File: src/hw/rtl/arpc_pkg.sv
// Shared types and codes for the address cache.
`timescale 1ns / 1ps
package arpc_pkg;
   typedef enum logic [2:0] {
      FUNC_LOOKUP = 3'd0, FUNC_QUEUE = 3'd1, FUNC_INSERT = 3'd2,
      FUNC_REMOVE = 3'd3, FUNC_TICK = 3'd4, FUNC_CLEAR = 3'd5
   } func_type;

   typedef enum logic [3:0] {
      KIND_HIT = 4'd0, KIND_MISS = 4'd1, KIND_QNEW = 4'd2, KIND_QOLD = 4'd3,
      KIND_RFULL = 4'd4, KIND_INS_WAIT = 4'd5, KIND_INS_NONE = 4'd6,
      KIND_CFULL = 4'd7, KIND_SEND = 4'd8, KIND_FAIL = 4'd9,
      KIND_TICK = 4'd10, KIND_REMOVED = 4'd11, KIND_CLEARED = 4'd12
   } kind_type;

   localparam int CSR_IDX_W = 2;
   localparam int CSR_DATA_W = 16;
   localparam logic [CSR_IDX_W-1:0] CSR_TIMEOUT = 2'd0;
   localparam logic [CSR_IDX_W-1:0] CSR_MAX_TRIES = 2'd1;
   localparam logic [CSR_IDX_W-1:0] CSR_RETRY = 2'd2;

   typedef struct packed {
      logic [2:0]  func;
      logic [31:0] ip;
      logic [47:0] mac;
   } req_type;

   typedef struct packed {
      logic [3:0]  kind;
      logic [31:0] addr_ip;
      logic [47:0] addr_mac;
      logic [7:0]  tries;
      logic [15:0] pending_packets;
      logic        last;
   } rsp_type;

   typedef struct packed {
      logic [15:0] timeout;
      logic [7:0]  max_tries;
      logic [7:0]  retry;
   } cfg_type;
endpackage

File: src/hw/rtl/arpc_csr.sv
// Configuration registers.
`timescale 1ns / 1ps
module arpc_csr (
   input  logic                            clock,
   input  logic                            reset,
   input  logic                            csr_write,
   input  logic [arpc_pkg::CSR_IDX_W-1:0]  csr_index,
   input  logic [arpc_pkg::CSR_DATA_W-1:0] csr_data,
   output arpc_pkg::cfg_type               cfg
);
   import arpc_pkg::*;
   cfg_type cfg_ff;
   always_ff @(posedge clock) begin
      if (reset) begin
         cfg_ff <= '{timeout: 16'd30, max_tries: 8'd5, retry: 8'd1};
      end else if (csr_write) begin
         case (csr_index)
            CSR_TIMEOUT:   cfg_ff.timeout <= csr_data;
            CSR_MAX_TRIES: cfg_ff.max_tries <= csr_data[7:0];
            CSR_RETRY:     cfg_ff.retry <= csr_data[7:0];
            default:       ;
         endcase
      end
   end
   assign cfg = cfg_ff;
endmodule

File: config.mk
export PLATFORM = sky130hd
export DESIGN_NAME = arpc_csr
export DESIGN_NICKNAME = d
export VERILOG_FILES = /design/src/hw/rtl/arpc_pkg.sv /design/src/hw/rtl/arpc_csr.sv
export SDC_FILE = /design/constraint.sdc
export NUM_CORES = 1
export LEC_CHECK = 0
export ABC_AREA = 0
export BUFFER_PORTS_ARGS = -buffer_cell sky130_fd_sc_hd__buf_2
export CORE_MARGIN = 4
export CORE_UTILIZATION = 51
export CTS_CLUSTER_DIAMETER = 120
export DETAILED_ROUTE_END_ITERATION = 8
export PLACE_DENSITY = 0.83
export SYNTH_ARGS = -nofsm -noshare
export SYNTH_HDL_FRONTEND = slang
export SYNTH_SLANG_ARGS = --single-unit
File: constraint.sdc
create_clock -name clock -period 2.27 [get_ports clock]
set_clock_uncertainty 0.2 [all_clocks]
set_input_delay 0.1135 -clock clock [delete_from_list [all_inputs] [get_ports clock]]
set_output_delay 0.1135 -clock clock [all_outputs]
set_load 0.005 [all_outputs]
==> summary.txt, run 1 <==
Outcome
  • Run status: finished, final reports clean

Floorplanning
  • Starting Density: a little over half
  • Row cnt: 18
  • # IOs: 53
  • Die extent in y: between 50 and 60 um
  • Die width: about 60 um
  • Core ar.: 2520 um^2
  • Die outline area: 3570 um^2

Power and ir drop
  • Peak supply drop: 453 uV
  • Power Dens Cells: 582 nW/um^2
  • Leak Pwr: 0.000864 uW

Route
  • DR DRC count: 0
  • Avg WL per Cell: 13.6 um
  • Drt pass-1 iters: 4
  • DRT iter0 DRCs: 19
  • Via count: 1096
  • Vias per inst: 4.81
  • Antenna Violating Nets Remaining: 0
  • Total routed wirelength: 3100 um

Min path
  • Hold Crit Class: primary input to flip-flop
  • Worst hold stages: 3

STA
  • Fin crit share: 49.2%
  • # setup viols final: 0
  • Crit path time final: around 1.1 ns
  • Hold Vio Cnt, Final: 0
  • Slew HR: 56.3%
  • Pins over their slew limit: 0
  • RSZ-0062 raised after global routing: no
  • Worst slew pin tran: between 0.6 and 0.7 ns
  • Highest Clock Rate: a little under 900 MHz
  • Setup Total Neg Slack: 0 ns

Synthesis
  • Post-Syn Instances: ~130
  • Yosys reg bits: 32
  • Syn avg cell area: between 10 and 15 um^2
  • Syn_nets: 152
  • Synthesized cell area: 1370 um^2
  • Yosys warns: 0
  • Sequential-to-total area share from yosys stat: about 47%
  • Synth cell types: 11

Setup path
  • Peak fanout along the critical path: 2
  • Critical path cell sequence: buf_2
  • CP required: a little under 2 ns
  • CP Depth: 1
  • CP peak stage delay: 0.36 ns
  • Slowest-stage cell, CP: dfxtp_1
  • Setup CP Type: flip-flop to primary output
  • Count of buffer and inverter cells on the critical path: 1
  • Startpoint types: flip-flop
  • Worst R2R Path Depth: 2
  • Endpoint class of the critical path: primary output
  • Data arrival, critical path: 0.80 ns
  • CP top delay family: flip-flops

Final layout
  • Layout cells sized above 1: 30.3%
  • Fin cells: between 200 and 250
  • Largest register FFs: 32
  • # diodes: 0
  • Final Cell Area: 1830 um^2
  • Synth-to-Final Area Change: 34.0%
  • Final nets: 218

Clock tree
  • Clock Latency Late Sink: 0.32 ns
  • # Post-CTS Setup Buffers: 0
  • CTS Sinks: 32
  • Reg clk slew, reported paths: approximately 0.09 ns
  • CTS H-tree lvls: 2
  • CTS buffer count: 5
  • CTS Root Cell: clkbuf_4
  • TritonCTS clock tree: yes
  • CTS Buffer Depth: 2

Placement
  • Number of port buffers: 52
  • Post-Place Cells: 204
  • GPL Wtd Cong: about 0.8
  • Post-Place Cell Area: 1610 um^2
  • Dpl hpwl: 2090 um

Job
  • Max Cap Viol: 0

Global routing
  • Total congestion overflow: 0
  • Vias in the first global route: about 1100
  • First-pass GRT wire length: 5020 um
  • Total GRT Usage: 19.4%
  • Largest net degree at the start of global routing: 54
  • Antenna violations before repair: 0
## routing by layer
metal,share of wire [%],GRT usage [%],up-vias
met2,50,32.4,37
met3,8.3,7.78,5
li1,-,-,555
met1,41,21.3,499
met4,1.0,9.49,0
met5,0,0,-
## per-stage QoR
step / setup WS, ns / power, uW / hold slack (ns) / utilization, %
floorplan: 1.26 / 674 / 0.0656 / -
finish: 1.15 / 1060 / 0.131 / 72.5
detailed placement: 0.957 / 720 / 0.180 / 63.8
global route: 1.09 / 1120 / 0.121 / 72.5
global placement: 0.991 / 714 / 0.176 / 63.8
CTS: 1.14 / 1070 / 0.111 / 72.5
## Yosys cell counts
master    count  area [um^2]
buf_6         1         11.3
nor3b_2       1         12.5
clkbuf_1      4         15.0
nand2b_1     41          257
nand3b_1      2         15.0
mux2i_1      32          320
nor2_1       12         45.0
and3b_1       1         8.76
dfxtp_1      32          641
buf_12        1         20.0
buf_2         4         20.0
## power breakdown
part	internal, uW	total (uW)	switching [uW]
Sequential	581	592	10.5
Combinational	78.5	137	58.2
Clock	153	337	184
Total	812	1060	252
## cell type report
type | instances | area [um^2]
Clock buffer | 8 | 58.8
Fill cell | 205 | 693
Multi-Input combinational cell | 89 | 664
Sequential cell | 32 | 641
Tap cell | 30 | 37.5
Timing Repair Buffer | 69 | 428
## cells by family after synthesis
logic type | synth area share, %
flip-flops | 46.9
AND/OR/NAND/NOR | 24.7
buffers and inverters | 4.86
multiplexers | 23.5
## final timing paths
kind,startpoint,slack [ns],to
min reg2reg,cfg[12],0.28,cfg[12]
max reg2reg,cfg[18],1.43,cfg[18]
min,csr_write,0.13,cfg[15]
max,cfg[8],1.15,cfg[8]
## what timing repair did
item	4_1_cts	5_1_grt
hold buffers	16	0
gates resized for setup	0	0
endpoints found under the setup margin	0	0
hold endpoints to repair	32	0
## placed cells by master (no fill, tap or decap)
| cell type | instances |
|---|---|
| clkbuf_1 | 2 |
| buf_2 | 52 |
| nor2_1 | 12 |
| nand2b_1 | 41 |
| mux2i_1 | 32 |
| dlygate4sd3_1 | 16 |
| and3b_1 | 1 |
| clkbuf_4 | 5 |
| nand3b_1 | 2 |
| dfxtp_1 | 32 |
| clkbuf_8 | 1 |
| buf_4 | 1 |
| nor3b_4 | 1 |
(Power assumes the default switching activity.)
==> run 2, diff against run 1 <==
--- a/config.mk
+++ b/config.mk
@@ -8,10 +8,10 @@
 export ABC_AREA = 0
 export BUFFER_PORTS_ARGS = -buffer_cell sky130_fd_sc_hd__buf_2
 export CORE_MARGIN = 4
-export CORE_UTILIZATION = 51
+export CORE_UTILIZATION = 47
 export CTS_CLUSTER_DIAMETER = 120
 export DETAILED_ROUTE_END_ITERATION = 8
-export PLACE_DENSITY = 0.83
+export PLACE_DENSITY = 0.77
 export SYNTH_ARGS = -nofsm -noshare
 export SYNTH_HDL_FRONTEND = slang
 export SYNTH_SLANG_ARGS = --single-unit
==> constraint.sdc (replaced) <==
create_clock -name clock -period 1.1 [get_ports clock]
set_clock_uncertainty 0.2 [all_clocks]
set_input_delay 0.055 -clock clock [delete_from_list [all_inputs] [get_ports clock]]
set_output_delay 0.055 -clock clock [all_outputs]
set_load 0.005 [all_outputs]
==> summary.txt, run 2 (synthesized netlist as in run 1, its figures left out) <==
Power and ir drop
  • Power Dens Cells: 1300 nW/um^2 (was 582 nW/um^2)
  • Leak Pwr: 0.000943 uW (was 0.000864 uW)
  • Peak supply drop: 1140 uV (was 453 uV)

Min path
  • HP Start: reset (was csr_write)
  • Hold path endpoint: cfg[2] (was cfg[15])
  • Hold Crit Class: primary input to flip-flop (unchanged)
  • Worst hold stages: 4 (was 3)

Global routing
  • Total GRT Usage: 19.3% (was 19.4%)
  • First-pass GRT wire length: 5250 um (was 5020 um)
  • Vias in the first global route: 1181 (was 1109)
  • Antenna violations before repair: 0 (unchanged)
  • Largest net degree at the start of global routing: 20 (was 54)
  • Total congestion overflow: 0 (unchanged)

Route
  • Met3 Wirelength: 243 um (was 258 um)
  • Uppermost routed layer: met4 (unchanged)
  • Drt pass-1 iters: 4 (unchanged)
  • DR DRC count: 0 (unchanged)
  • Met2 routed WL: 1690 um (was 1550 um)
  • Via count: 1160 (was 1096)
  • Vias per inst: 4.89 (was 4.81)
  • Met1 wire length: 1240 um (was 1260 um)
  • DRT iter0 DRCs: 6 (was 19)
  • Avg WL per Cell: 13.8 um (was 13.6 um)
  • Total routed wirelength: 3280 um (was 3100 um)
  • Antenna Violating Nets Remaining: 0 (unchanged)

Final layout
  • Layout cells sized above 1: 36.9% (was 30.3%)
  • Largest register FFs: 32 (unchanged)
  • Most frequent cells in the layout: buf_2 (52), nand2b_1 (41), mux2i_1 (32), dfxtp_1 (24), dlygate4sd3_1 (17) (was buf_2 (52), nand2b_1 (41), mux2i_1 (32), dfxtp_1 (32), dlygate4sd3_1 (16))
  • # diodes: 0 (unchanged)
  • Leading cell type in the layout, fill and taps excluded: buf_2 (unchanged)
  • Final nets: 226 (was 218)
  • Synth-to-Final Area Change: 43.9% (was 34.0%)
  • Final Util: 71.2% (was 72.5%)

Clock tree
  • Clock Latency Late Sink: 0.33 ns (was 0.32 ns)
  • CTS Buffer Depth: 2 (unchanged)
  • # Post-CTS Setup Buffers: 0 (unchanged)
  • CTS Sinks: 32 (unchanged)
  • TritonCTS clock tree: yes (unchanged)
  • CTS buffer count: 5 (unchanged)
  • CTS H-tree lvls: 2 (unchanged)
  • Reg clk slew, reported paths: 0.10 ns (was 0.09 ns)
  • CTS Root Cell: clkbuf_4 (unchanged)

Placement
  • Number of port buffers: 52 (unchanged)
  • Dpl hpwl: 2260 um (was 2090 um)
  • GPL Wtd Cong: 0.777 (was 0.797)
  • Setup WS pre-CTS: -0.0135 ns (was 0.957 ns)

Setup path
  • Count of buffer and inverter cells on the critical path: 3 (was 1)
  • Worst R2R Path Depth: 2 (unchanged)
  • CP top delay family: buffers and inverters (was flip-flops)
  • Reg2Reg Setup Slack: 0.27 ns (was 1.43 ns)
  • Endpoint class of the critical path: flip-flop (was primary output)
  • R2r startpoint: cfg[18] (unchanged)
  • Slowest-stage cell, CP: dlygate4sd3_1 (was dfxtp_1)
  • CP required: 1.13 ns (was 1.96 ns)
  • R2R Path End: cfg[18] (unchanged)
  • Critical path cell sequence: buf_2 -> buf_12 -> dlygate4sd3_1 -> nor2_2 -> mux2i_1 (was buf_2)
  • Setup CP Type: primary input to flip-flop (was flip-flop to primary output)
  • Startpoint types: primary input (was flip-flop)
  • Peak fanout along the critical path: 19 (was 2)
  • Data arrival, critical path: 1.14 ns (was 0.80 ns)
  • CP peak stage delay: 0.59 ns (was 0.36 ns)

Floorplanning
  • Starting Density: 49.5% (was 54.1%)
  • Die outline area: 3830 um^2 (was 3570 um^2)
  • # IOs: 53 (unchanged)
  • Die width: 61.9 um (was 59.7 um)
  • Core ar.: 2760 um^2 (was 2520 um^2)
  • Row cnt: 19 (was 18)
  • Die extent in y: 61.9 um (was 59.7 um)

STA
  • Pins over their slew limit: 0 (unchanged)
  • Hold Vio Cnt, Final: 0 (unchanged)
  • Highest Clock Rate: slightly above 900 MHz
  • # setup viols final: 2 (was 0)
  • Crit path time final: 1.10 ns
  • Fin crit share: 100%
  • Worst slew pin tran: 0.308 ns (was 0.656 ns)
  • Slew HR: 79.4% (was 56.3%)
  • Final setup margin: -0.00399 ns (was 1.15 ns)
  • Setup Total Neg Slack: -0.00646 ns (was 0 ns)

Job
  • Max Cap Viol: 0 (unchanged)

Outcome
  • Failing checks: negative setup slack
  • Run status: finished, violations left (was finished, final reports clean)
[run 2: cell types whose count changed in the layout (fill, tap and decap cells not counted), sizes merged]
cell and delta:
bufinv +1, dlymetal6s4s +2, clkbuf -1, buf +5, dlygate4sd3 +1
[run 2: per-stage QoR]
| step | total power (uW) | std cells | cell area [um^2] | hold WS [ns] |
|---|---|---|---|---|
| 6_report | 2550 | 237 | 1960 | 0.00847 |
| 5_1_grt | 2650 | 237 | 1960 | 0.0349 |
| 4_1_cts | 2560 | 237 | 1950 | 0.00101 |
| 3_5_place_dp | 1500 | 210 | 1660 | 0.123 |
| 3_3_place_gp | 1490 | 210 | 1660 | 0.118 |
| 2_1_floorplan | 1390 | 131 | 1370 | 0.00705 |
[run 2: worst max path at each step]
| stage | startpoint | end | cells past startpoint |
|---|---|---|---|
| 2_1_floorplan | csr_index[1] | cfg[21] | 4 |
| 5_1_grt | reset | cfg[18] | 5 |
| 3_3_place_gp | csr_index[1] | cfg[30] | 4 |
| 6_report | reset | cfg[18] | 5 |
| 4_1_cts | reset | cfg[0] | 5 |
| 3_5_place_dp | csr_index[1] | cfg[29] | 4 |
[run 2: tightest hold or removal path, cell delays in order]
cell and delay [ns]:
buf_2 0.14, buf_12 0.15, nand2b_1 0.10, mux2i_1 0.06
[run 2: power by group]
part	internal [uW]	switching, uW	leakage, uW
registers	1200	21.0	0.000261
logic	185	128	0.000630
clock network	603	408	0.0000515
total	1990	558	0.000943
[run 2: layout make-up]
class / count / area, um^2
fill: 224 / 793
multi-input combinational: 89 / 667
sequential: 32 / 651
timing repair buffer: 77 / 513
clock buffer: 7 / 65.1
tap: 31 / 38.8
clock inverter: 1 / 30.0
[run 2: routing by layer]
| metal | up-vias | global-route usage (%) |
|---|---|---|
| li1 | 572 | - |
| met1 | 536 | 20.9 |
| met2 | 40 | 33.8 |
| met3 | 12 | 5.58 |
| met4 | 0 | 10.3 |
| met5 | - | 0 |
[run 2: repair_timing]
action                                 CTS  global route
endpoints found under the hold margin   32             0
hold buffers                            19             0
resized for setup                        0            11
setup endpoints to repair                0            20
